===== src/design/p24_pkg.sv =====
package p24_pkg;

    // Field widths
    localparam int BLOCK_W = 24;
    localparam int KEY_W   = 24;
    localparam int KS_W    = 80;
    localparam int RC_W    = 5;

    // 4-bit substitution box and its inverse
    localparam logic [3:0] SBOX_FWD [16] = '{
        4'hC, 4'h5, 4'h6, 4'hB, 4'h9, 4'h0, 4'hA, 4'hD,
        4'h3, 4'hE, 4'hF, 4'h8, 4'h4, 4'h7, 4'h1, 4'h2
    };
    localparam logic [3:0] SBOX_INV [16] = '{
        4'h5, 4'hE, 4'hF, 4'h8, 4'hC, 4'h1, 4'h2, 4'hD,
        4'hB, 4'h4, 4'h6, 4'h3, 4'h0, 4'h7, 4'h9, 4'hA
    };

    // Output bit j takes input bit PERM_SRC_*[j]
    localparam logic [4:0] PERM_SRC_FWD [24] = '{
        5'd0, 5'd4, 5'd8,  5'd12, 5'd16, 5'd20, 5'd1, 5'd5,
        5'd9, 5'd13, 5'd17, 5'd21, 5'd2, 5'd6, 5'd10, 5'd14,
        5'd18, 5'd22, 5'd3, 5'd7, 5'd11, 5'd15, 5'd19, 5'd23
    };
    localparam logic [4:0] PERM_SRC_INV [24] = '{
        5'd0, 5'd6, 5'd12, 5'd18, 5'd1, 5'd7, 5'd13, 5'd19,
        5'd2, 5'd8, 5'd14, 5'd20, 5'd3, 5'd9, 5'd15, 5'd21,
        5'd4, 5'd10, 5'd16, 5'd22, 5'd5, 5'd11, 5'd17, 5'd23
    };

    // Commands from the controller to the datapath
    typedef struct packed {
        logic ks_step;  // store one round key, advance the key schedule
        logic load;     // take a new input word
        logic round;    // run one cipher step on the state
        logic finish;   // run the last step into the output register
    } t_dp_cmd;

    function automatic logic [BLOCK_W-1:0] sub_fwd(input logic [BLOCK_W-1:0] x);
        logic [BLOCK_W-1:0] y;
        for (int n = 0; n < 6; n++) begin
            y[4*n +: 4] = SBOX_FWD[x[4*n +: 4]];
        end
        return y;
    endfunction

    function automatic logic [BLOCK_W-1:0] sub_inv(input logic [BLOCK_W-1:0] x);
        logic [BLOCK_W-1:0] y;
        for (int n = 0; n < 6; n++) begin
            y[4*n +: 4] = SBOX_INV[x[4*n +: 4]];
        end
        return y;
    endfunction

    function automatic logic [BLOCK_W-1:0] perm_fwd(input logic [BLOCK_W-1:0] x);
        logic [BLOCK_W-1:0] y;
        for (int j = 0; j < BLOCK_W; j++) begin
            y[j] = x[PERM_SRC_FWD[j]];
        end
        return y;
    endfunction

    function automatic logic [BLOCK_W-1:0] perm_inv(input logic [BLOCK_W-1:0] x);
        logic [BLOCK_W-1:0] y;
        for (int j = 0; j < BLOCK_W; j++) begin
            y[j] = x[PERM_SRC_INV[j]];
        end
        return y;
    endfunction

endpackage


===== src/design/p24_ctrl.sv =====
module p24_ctrl #(
    parameter int NUM_ROUNDS = 10,
    localparam int CW = $clog2(NUM_ROUNDS + 1)
) (
    input  logic              i_clk,
    input  logic              i_rst_n,
    input  logic              i_cfg_we,
    input  logic              i_in_valid,
    output logic              o_in_ready,
    output logic              o_out_valid,
    input  logic              i_out_ready,
    output p24_pkg::t_dp_cmd  o_cmd,
    output logic [CW-1:0]     o_cnt
);

    typedef enum logic [2:0] {
        ST_KEYGEN = 3'b001,
        ST_IDLE   = 3'b010,
        ST_RUN    = 3'b100
    } t_state;

    t_state          r_state, n_state;
    logic [CW-1:0]   r_cnt, n_cnt;
    logic            r_ovalid, n_ovalid;
    logic            w_last;
    logic            w_out_free;

    assign w_last     = (r_cnt == CW'(NUM_ROUNDS));
    assign w_out_free = ~r_ovalid | i_out_ready;

    // Sequence key schedule, rounds and output handoff
    always_comb begin
        n_state    = r_state;
        n_cnt      = r_cnt;
        n_ovalid   = r_ovalid & ~i_out_ready;
        o_cmd      = '0;
        o_in_ready = 1'b0;
        unique case (r_state)
            ST_KEYGEN: begin
                o_cmd.ks_step = 1'b1;
                if (w_last) begin
                    n_state = ST_IDLE;
                    n_cnt   = '0;
                end else begin
                    n_cnt = r_cnt + 1'b1;
                end
            end
            ST_IDLE: begin
                o_in_ready = 1'b1;
                if (i_in_valid) begin
                    o_cmd.load = 1'b1;
                    n_state    = ST_RUN;
                    n_cnt      = '0;
                end
            end
            ST_RUN: begin
                if (!w_last) begin
                    o_cmd.round = 1'b1;
                    n_cnt       = r_cnt + 1'b1;
                end else if (w_out_free) begin
                    // hand off the result and take the next word in the same cycle
                    o_cmd.finish = 1'b1;
                    n_ovalid     = 1'b1;
                    o_in_ready   = 1'b1;
                    n_cnt        = '0;
                    if (i_in_valid) begin
                        o_cmd.load = 1'b1;
                    end else begin
                        n_state = ST_IDLE;
                    end
                end
            end
            default: begin
                n_state = ST_KEYGEN;
                n_cnt   = '0;
            end
        endcase
        // A key write restarts the key schedule
        if (i_cfg_we) begin
            n_state       = ST_KEYGEN;
            n_cnt         = '0;
            o_in_ready    = 1'b0;
            o_cmd.load    = 1'b0;
        end
    end

    always_ff @(posedge i_clk) begin
        if (!i_rst_n) begin
            r_state  <= ST_KEYGEN;
            r_cnt    <= '0;
            r_ovalid <= 1'b0;
        end else begin
            r_state  <= n_state;
            r_cnt    <= n_cnt;
            r_ovalid <= n_ovalid;
        end
    end

    assign o_out_valid = r_ovalid;
    assign o_cnt       = r_cnt;

endmodule


===== src/design/p24_dpath.sv =====
module p24_dpath #(
    parameter int NUM_ROUNDS = 10,
    localparam int CW = $clog2(NUM_ROUNDS + 1)
) (
    input  logic                          i_clk,
    input  logic                          i_rst_n,
    input  logic                          i_cfg_we,
    input  logic [p24_pkg::KEY_W-1:0]     i_cfg_wdata,
    input  p24_pkg::t_dp_cmd              i_cmd,
    input  logic [CW-1:0]                 i_cnt,
    input  logic                          i_action,
    input  logic [p24_pkg::BLOCK_W-1:0]   i_block,
    output logic [p24_pkg::BLOCK_W-1:0]   o_block
);

    localparam int RCW = p24_pkg::RC_W;
    localparam int BW  = p24_pkg::BLOCK_W;
    localparam int KSW = p24_pkg::KS_W;

    logic [p24_pkg::KEY_W-1:0]  r_cipher_key;
    logic [KSW-1:0]             r_ks;
    logic [BW-1:0]              r_rk [NUM_ROUNDS+1];
    logic [BW-1:0]              r_x;
    logic                       r_dec;
    logic [BW-1:0]              r_out;

    logic [KSW-1:0]             w_ks_cur;
    logic [KSW-1:0]             w_ks_rot;
    logic [KSW-1:0]             w_ks_next;
    logic [RCW-1:0]             w_rc;
    logic [CW-1:0]              w_kidx;
    logic [BW-1:0]              w_rk;
    logic                       w_plain;
    logic [BW-1:0]              w_step;

    // Key schedule: rotate right by 19, S-box the top nibble, add round counter
    assign w_ks_cur = (i_cnt == '0) ? {r_cipher_key, {(KSW - p24_pkg::KEY_W){1'b0}}} : r_ks;
    assign w_ks_rot = {w_ks_cur[18:0], w_ks_cur[KSW-1:19]};
    assign w_rc     = RCW'(i_cnt) + RCW'(1);
    always_comb begin
        w_ks_next              = w_ks_rot;
        w_ks_next[KSW-1 -: 4]  = p24_pkg::SBOX_FWD[w_ks_rot[KSW-1 -: 4]];
        w_ks_next[19:15]       = w_ks_rot[19:15] ^ w_rc;
    end

    // Encrypt walks keys upward, decrypt downward
    assign w_kidx  = r_dec ? (CW'(NUM_ROUNDS) - i_cnt) : i_cnt;
    assign w_rk    = r_rk[w_kidx];
    assign w_plain = r_dec ? (i_cnt == '0) : (i_cnt == CW'(NUM_ROUNDS));

    // One cipher step: bare key XOR at the outer end, full round otherwise
    always_comb begin
        if (w_plain) begin
            w_step = r_x ^ w_rk;
        end else if (r_dec) begin
            w_step = p24_pkg::sub_inv(p24_pkg::perm_inv(r_x)) ^ w_rk;
        end else begin
            w_step = p24_pkg::perm_fwd(p24_pkg::sub_fwd(r_x ^ w_rk));
        end
    end

    // Hold the master key
    always_ff @(posedge i_clk) begin
        if (!i_rst_n) begin
            r_cipher_key <= '0;
        end else if (i_cfg_we) begin
            r_cipher_key <= i_cfg_wdata;
        end
    end

    // Store round keys and advance the schedule register
    always_ff @(posedge i_clk) begin
        if (i_cmd.ks_step) begin
            r_rk[i_cnt] <= w_ks_cur[39:16];
            r_ks        <= w_ks_next;
        end
    end

    // Cipher state and output register
    always_ff @(posedge i_clk) begin
        if (i_cmd.load) begin
            r_x   <= i_block;
            r_dec <= i_action;
        end else if (i_cmd.round) begin
            r_x <= w_step;
        end
        if (i_cmd.finish) begin
            r_out <= w_step;
        end
    end

    assign o_block = r_out;

endmodule


===== src/design/present24_block_cipher.sv =====
// A word accepted on s_axis is loaded into the state register and passes the single
// round unit once per cycle; the last step is registered into the output register
// on m_axis_tdata. One word at a time: the next word is taken in the same cycle as
// the result is handed off. Reset (synchronous, active low) clears the key to zero,
// then the key schedule runs with s_axis_tready low; every key write repeats it.
module present24_block_cipher #(
    parameter int NUM_ROUNDS = 10
) (
    input  logic                          i_clk,
    input  logic                          i_rst_n,
    input  logic                          i_cfg_we,
    input  logic [p24_pkg::KEY_W-1:0]     i_cfg_wdata,     // cipher_key
    input  logic                          s_axis_tvalid,
    output logic                          s_axis_tready,
    input  logic [p24_pkg::BLOCK_W-1:0]   s_axis_tdata,    // [23:0] block_in
    input  logic [0:0]                    s_axis_tuser,    // [0] action (1 = decrypt)
    output logic                          m_axis_tvalid,
    input  logic                          m_axis_tready,
    output logic [p24_pkg::BLOCK_W-1:0]   m_axis_tdata     // [23:0] block_out
);

    localparam int CW = $clog2(NUM_ROUNDS + 1);

    p24_pkg::t_dp_cmd  w_cmd;
    logic [CW-1:0]     w_cnt;

    p24_ctrl #(
        .NUM_ROUNDS (NUM_ROUNDS)
    ) u_ctrl (
        .i_clk       (i_clk),
        .i_rst_n     (i_rst_n),
        .i_cfg_we    (i_cfg_we),
        .i_in_valid  (s_axis_tvalid),
        .o_in_ready  (s_axis_tready),
        .o_out_valid (m_axis_tvalid),
        .i_out_ready (m_axis_tready),
        .o_cmd       (w_cmd),
        .o_cnt       (w_cnt)
    );

    p24_dpath #(
        .NUM_ROUNDS (NUM_ROUNDS)
    ) u_dpath (
        .i_clk       (i_clk),
        .i_rst_n     (i_rst_n),
        .i_cfg_we    (i_cfg_we),
        .i_cfg_wdata (i_cfg_wdata),
        .i_cmd       (w_cmd),
        .i_cnt       (w_cnt),
        .i_action    (s_axis_tuser[0]),
        .i_block     (s_axis_tdata),
        .o_block     (m_axis_tdata)
    );

endmodule


===== config.mk =====
export PLATFORM = sky130hd
export DESIGN_NAME = present24_block_cipher
export DESIGN_NICKNAME = d
export VERILOG_FILES = /design/src/design/p24_pkg.sv /design/src/design/p24_ctrl.sv /design/src/design/p24_dpath.sv /design/src/design/present24_block_cipher.sv
export SDC_FILE = /design/constraint.sdc
export NUM_CORES = 1
export LEC_CHECK = 0
export BUFFER_PORTS_ARGS = -buffer_cell sky130_fd_sc_hd__buf_4
export CAP_MARGIN = 25
export CORE_MARGIN = 2
export CORE_UTILIZATION = 40
export CTS_BUF_LIST = sky130_fd_sc_hd__clkbuf_16
export CTS_CLUSTER_SIZE = 14
export DETAILED_ROUTE_END_ITERATION = 10
export GPL_ROUTABILITY_DRIVEN = 0
export HOLD_SLACK_MARGIN = 0.12
export PLACE_DENSITY = 0.6
export SLEW_MARGIN = 10
export SYNTH_ARGS = -nofsm -noshare
export SYNTH_HDL_FRONTEND = slang
export SYNTH_SLANG_ARGS = --single-unit

===== constraint.sdc =====
create_clock -name i_clk -period 13.56 [get_ports i_clk]
set_input_delay 2.034 -clock i_clk [delete_from_list [all_inputs] [get_ports i_clk]]
set_output_delay 2.034 -clock i_clk [all_outputs]
set_load 0.02 [all_outputs]

==> flow_summary.json <==
{
  "run_status": "complete, no violations",
  "wirelength_um": 50700,
  "cts-buffers-inserted": 46,
  "synth_seq_area_share_pct": 60.9,
  "cellInternalPower_w": 0.00223,
  "dieWidth_um": 230,
  "worstPathMaxFanout": 42,
  "crit_type": "flop to flop",
  "cts_htree_levels": 2,
  "ys.warnings.count": 0,
  "syn_nets": 1594,
  "synth_top_flop_cell": "edfxtp_1",
  "n_fill_cell": 4538,
  "relSlewSlack_pct": 33.0,
  "final.setup_skew_ns": 0.0301,
  "seqPwrFrac_pct": 50.7,
  "clkLatencyLatePin_ns": 0.59,
  "area_growth_pct": 12.6,
  "postRouteAntennaNets": 0,
  "ios": 80,
  "power.share.clock_pct": 42.9,
  "fmax_mhz": 169,
  "drtIter0Drc": 1207,
  "grt_use_total_pct": 19.2,
  "antenna_found_initial": 1,
  "yosys.area.top_type": "edfxtp_1",
  "yosysMostFrequentCell": "edfxtp_1",
  "placedCellCount": 2178,
  "path_clk_slew_ns": 0.06,
  "holdWs_ns": 0.511,
  "endpoint_kind": "flop",
  "initial_core_util_pct": 40.6,
  "wl_per_cell_um": 22.4,
  "synthesis.area_um2": 20400,
  "synth-edff-count": 393,
  "final_nets": 1662,
  "cts_resized": 0,
  "final_cells": 2262,
  "max-vdd-ir-drop_mv": 0.0874,
  "swShare_pct": 22.4,
  "rsz0062_at_grt": "false",
  "report.final.slew_viol_count": 0,
  "viasPerCell": 5.45,
  "tns_ns": 0,
  "num_antenna_cells": 0,
  "synthArstFlopShare_pct": 0,
  "drive_gt1_share_pct": 17.9,
  "tightest_slew_ns": 1.00,
  "cts_buffer_depth": 3,
  "period_minus_slack_ns": 5.90,
  "core_area_um2": 50300,
  "drc_errors": 0,
  "grt_pass1_vias": 12267,
  "cts_tree": "yes",
  "numPortBuffers": 79,
  "synth_seq_cells": 425,
  "die_area_um2": 52900,
  "hold_class": "flop to flop",
  "p_switching_w": 0.000643,
  "synth_cell_types": 98,
  "maxCapViolations": 0,
  "synth_top_cells_by_count": "393 x edfxtp_1, 133 x nand2_1, 87 x mux2i_1",
  "syn_inst": 1486,
  "cts.repair_timing.setup_buffer_count": 0,
  "vias": 12338,
  "dieHeight_um": 230,
  "setup.worst_path.start_class": "flop",
  "finalHoldViolations": 0,
  "synth_top_area_share_pct": 57.8,
  "p_per_area_nw_per_um2": 125,
  "cp.required_ns": 13.90,
  "crit_arrival_ns": 6.24,
  "comb_power_share_pct": 6.4,
  "syn_avg_cell_area_um2": 13.7,
  "finalCritPeriodShare_pct": 43.5,
  "clock_sinks": 425,
  "setup_slack_ns": 7.66,
  "cts_hold_buf": 0,
  "grt_pass1_wl_um": 76900,
  "dp_slack_ns": 7.67,
  "overflow": 0,
  "setup_viol": 0,
  "ys_top_cells_by_area": "edfxtp_1 58%, mux4_2 4.4%, mux2i_1 4.3%, ha_1 3.3%, dfxtp_1 3.1%",
  "leakage_nw": 8.53,
  "root_buffer": "clkbuf_16",
  "dr.pass1.iters": 5,
  "grt_max_degree": 76,
  "row_count": 82,
  "hpwl_um": 32500
}
## final cells by class
cell class | count | area (um^2) | area share (%)
sequential | 425 | 12400 | 54.1
multi-input combinational | 937 | 7330 | 31.9
clock buffer | 47 | 1180 | 5.11
tap | 672 | 841 | 3.65
timing repair buffer | 98 | 736 | 3.20
clock inverter | 37 | 305 | 1.33
inverter | 46 | 174 | 0.756
## placed cells by master (no fill, tap or decap), drive strengths merged, types with 44 or more instances in the layout
cell	count
edfxtp	393
nand2	134
buf	98
mux2i	87
nor2	74
o21ai	66
and2	64
inv	59
a21oi	57
ha	54
xnor2	48
clkbuf	47
mux4	44
## kinds of logic (layout without fill, tap and decap cells)
| logic type | Yosys count | count (layout) | share of synthesized area, % |
|---|---|---|---|
| AOI/OAI and AO/OA | 249 | 249 | 8.19 |
| xor gates and xnor gates | 68 | 68 | 3.24 |
| adders and majority gates | 54 | 54 | 3.31 |
| buffers and inverters | 124 | 228 | 3.31 |
| DFF | 425 | 425 | 60.9 |
| muxes | 168 | 168 | 11.3 |
| and+or+nand+nor | 398 | 398 | 9.77 |
## flip-flops by register name, indices dropped and copies added (netlist names)
name,count
u_ctrl.o_cnt,4
u_dpath.r_rk,264
u_dpath.o_block,24
u_dpath.r_dec,1
u_dpath.r_x,24
u_dpath.r_ks,80
u_dpath.r_cipher_key,24
u_ctrl.o_out_valid,1
u_ctrl.r_state,3
## critical path, cell delays in order (launching register included)
cell and delay, ns:
dfxtp_4 0.77, inv_1 0.55, ha_1 0.56, nand2_1 0.34, nand2_1 0.88, mux4_2 0.66
xor2_1 0.45, inv_1 0.19, ha_1 0.33, mux2_2 0.26, o32ai_1 0.25, o31ai_1 0.12
mux2_2 0.27
## layer usage
layer | track usage (%) | wire (um) | vias up
li1 | - | - | 5717
met3 | 3.36 | 2630 | 77
met1 | 26.0 | 22500 | 6151
met2 | 31.2 | 24200 | 393
met4 | 6.59 | 1340 | 0
met5 | 0 | 0 | -
## final timing paths
| kind | endpoint | cells after the start | from | slack, ns |
|---|---|---|---|---|
| max | u_dpath.r_x[17] | 12 | u_ctrl.o_cnt[0] | 7.66 |
| min | u_dpath.r_ks[33] | 1 | u_dpath.r_ks[52] | 0.51 |
| min reg2reg | u_dpath.r_ks[33] | 1 | u_dpath.r_ks[52] | 0.51 |
| max reg2reg | u_dpath.r_x[17] | 12 | u_ctrl.o_cnt[0] | 7.66 |
## power by group through the flow
stage,clock (W),sequential [W],combinational (W)
finish,0.00123,0.00146,0.000183
global route,0.00131,0.00146,0.000200
CTS,0.00126,0.00146,0.000184
detailed placement,0,0.00149,0.000183
global placement,0,0.00149,0.000178
floorplan,0,0.00148,0.000133
## through the flow
step / utilization, % / cell area (um^2) / power (W)
after floorplan: - / 20400 / 0.00161
after global placement: 42.8 / 21500 / 0.00166
after detailed placement: 42.8 / 21500 / 0.00167
after CTS: 45.8 / 23000 / 0.00290
after global routing: 45.8 / 23000 / 0.00297
final: 45.8 / 23000 / 0.00288
No activity file was read; power rests on OpenSTA's default activity.
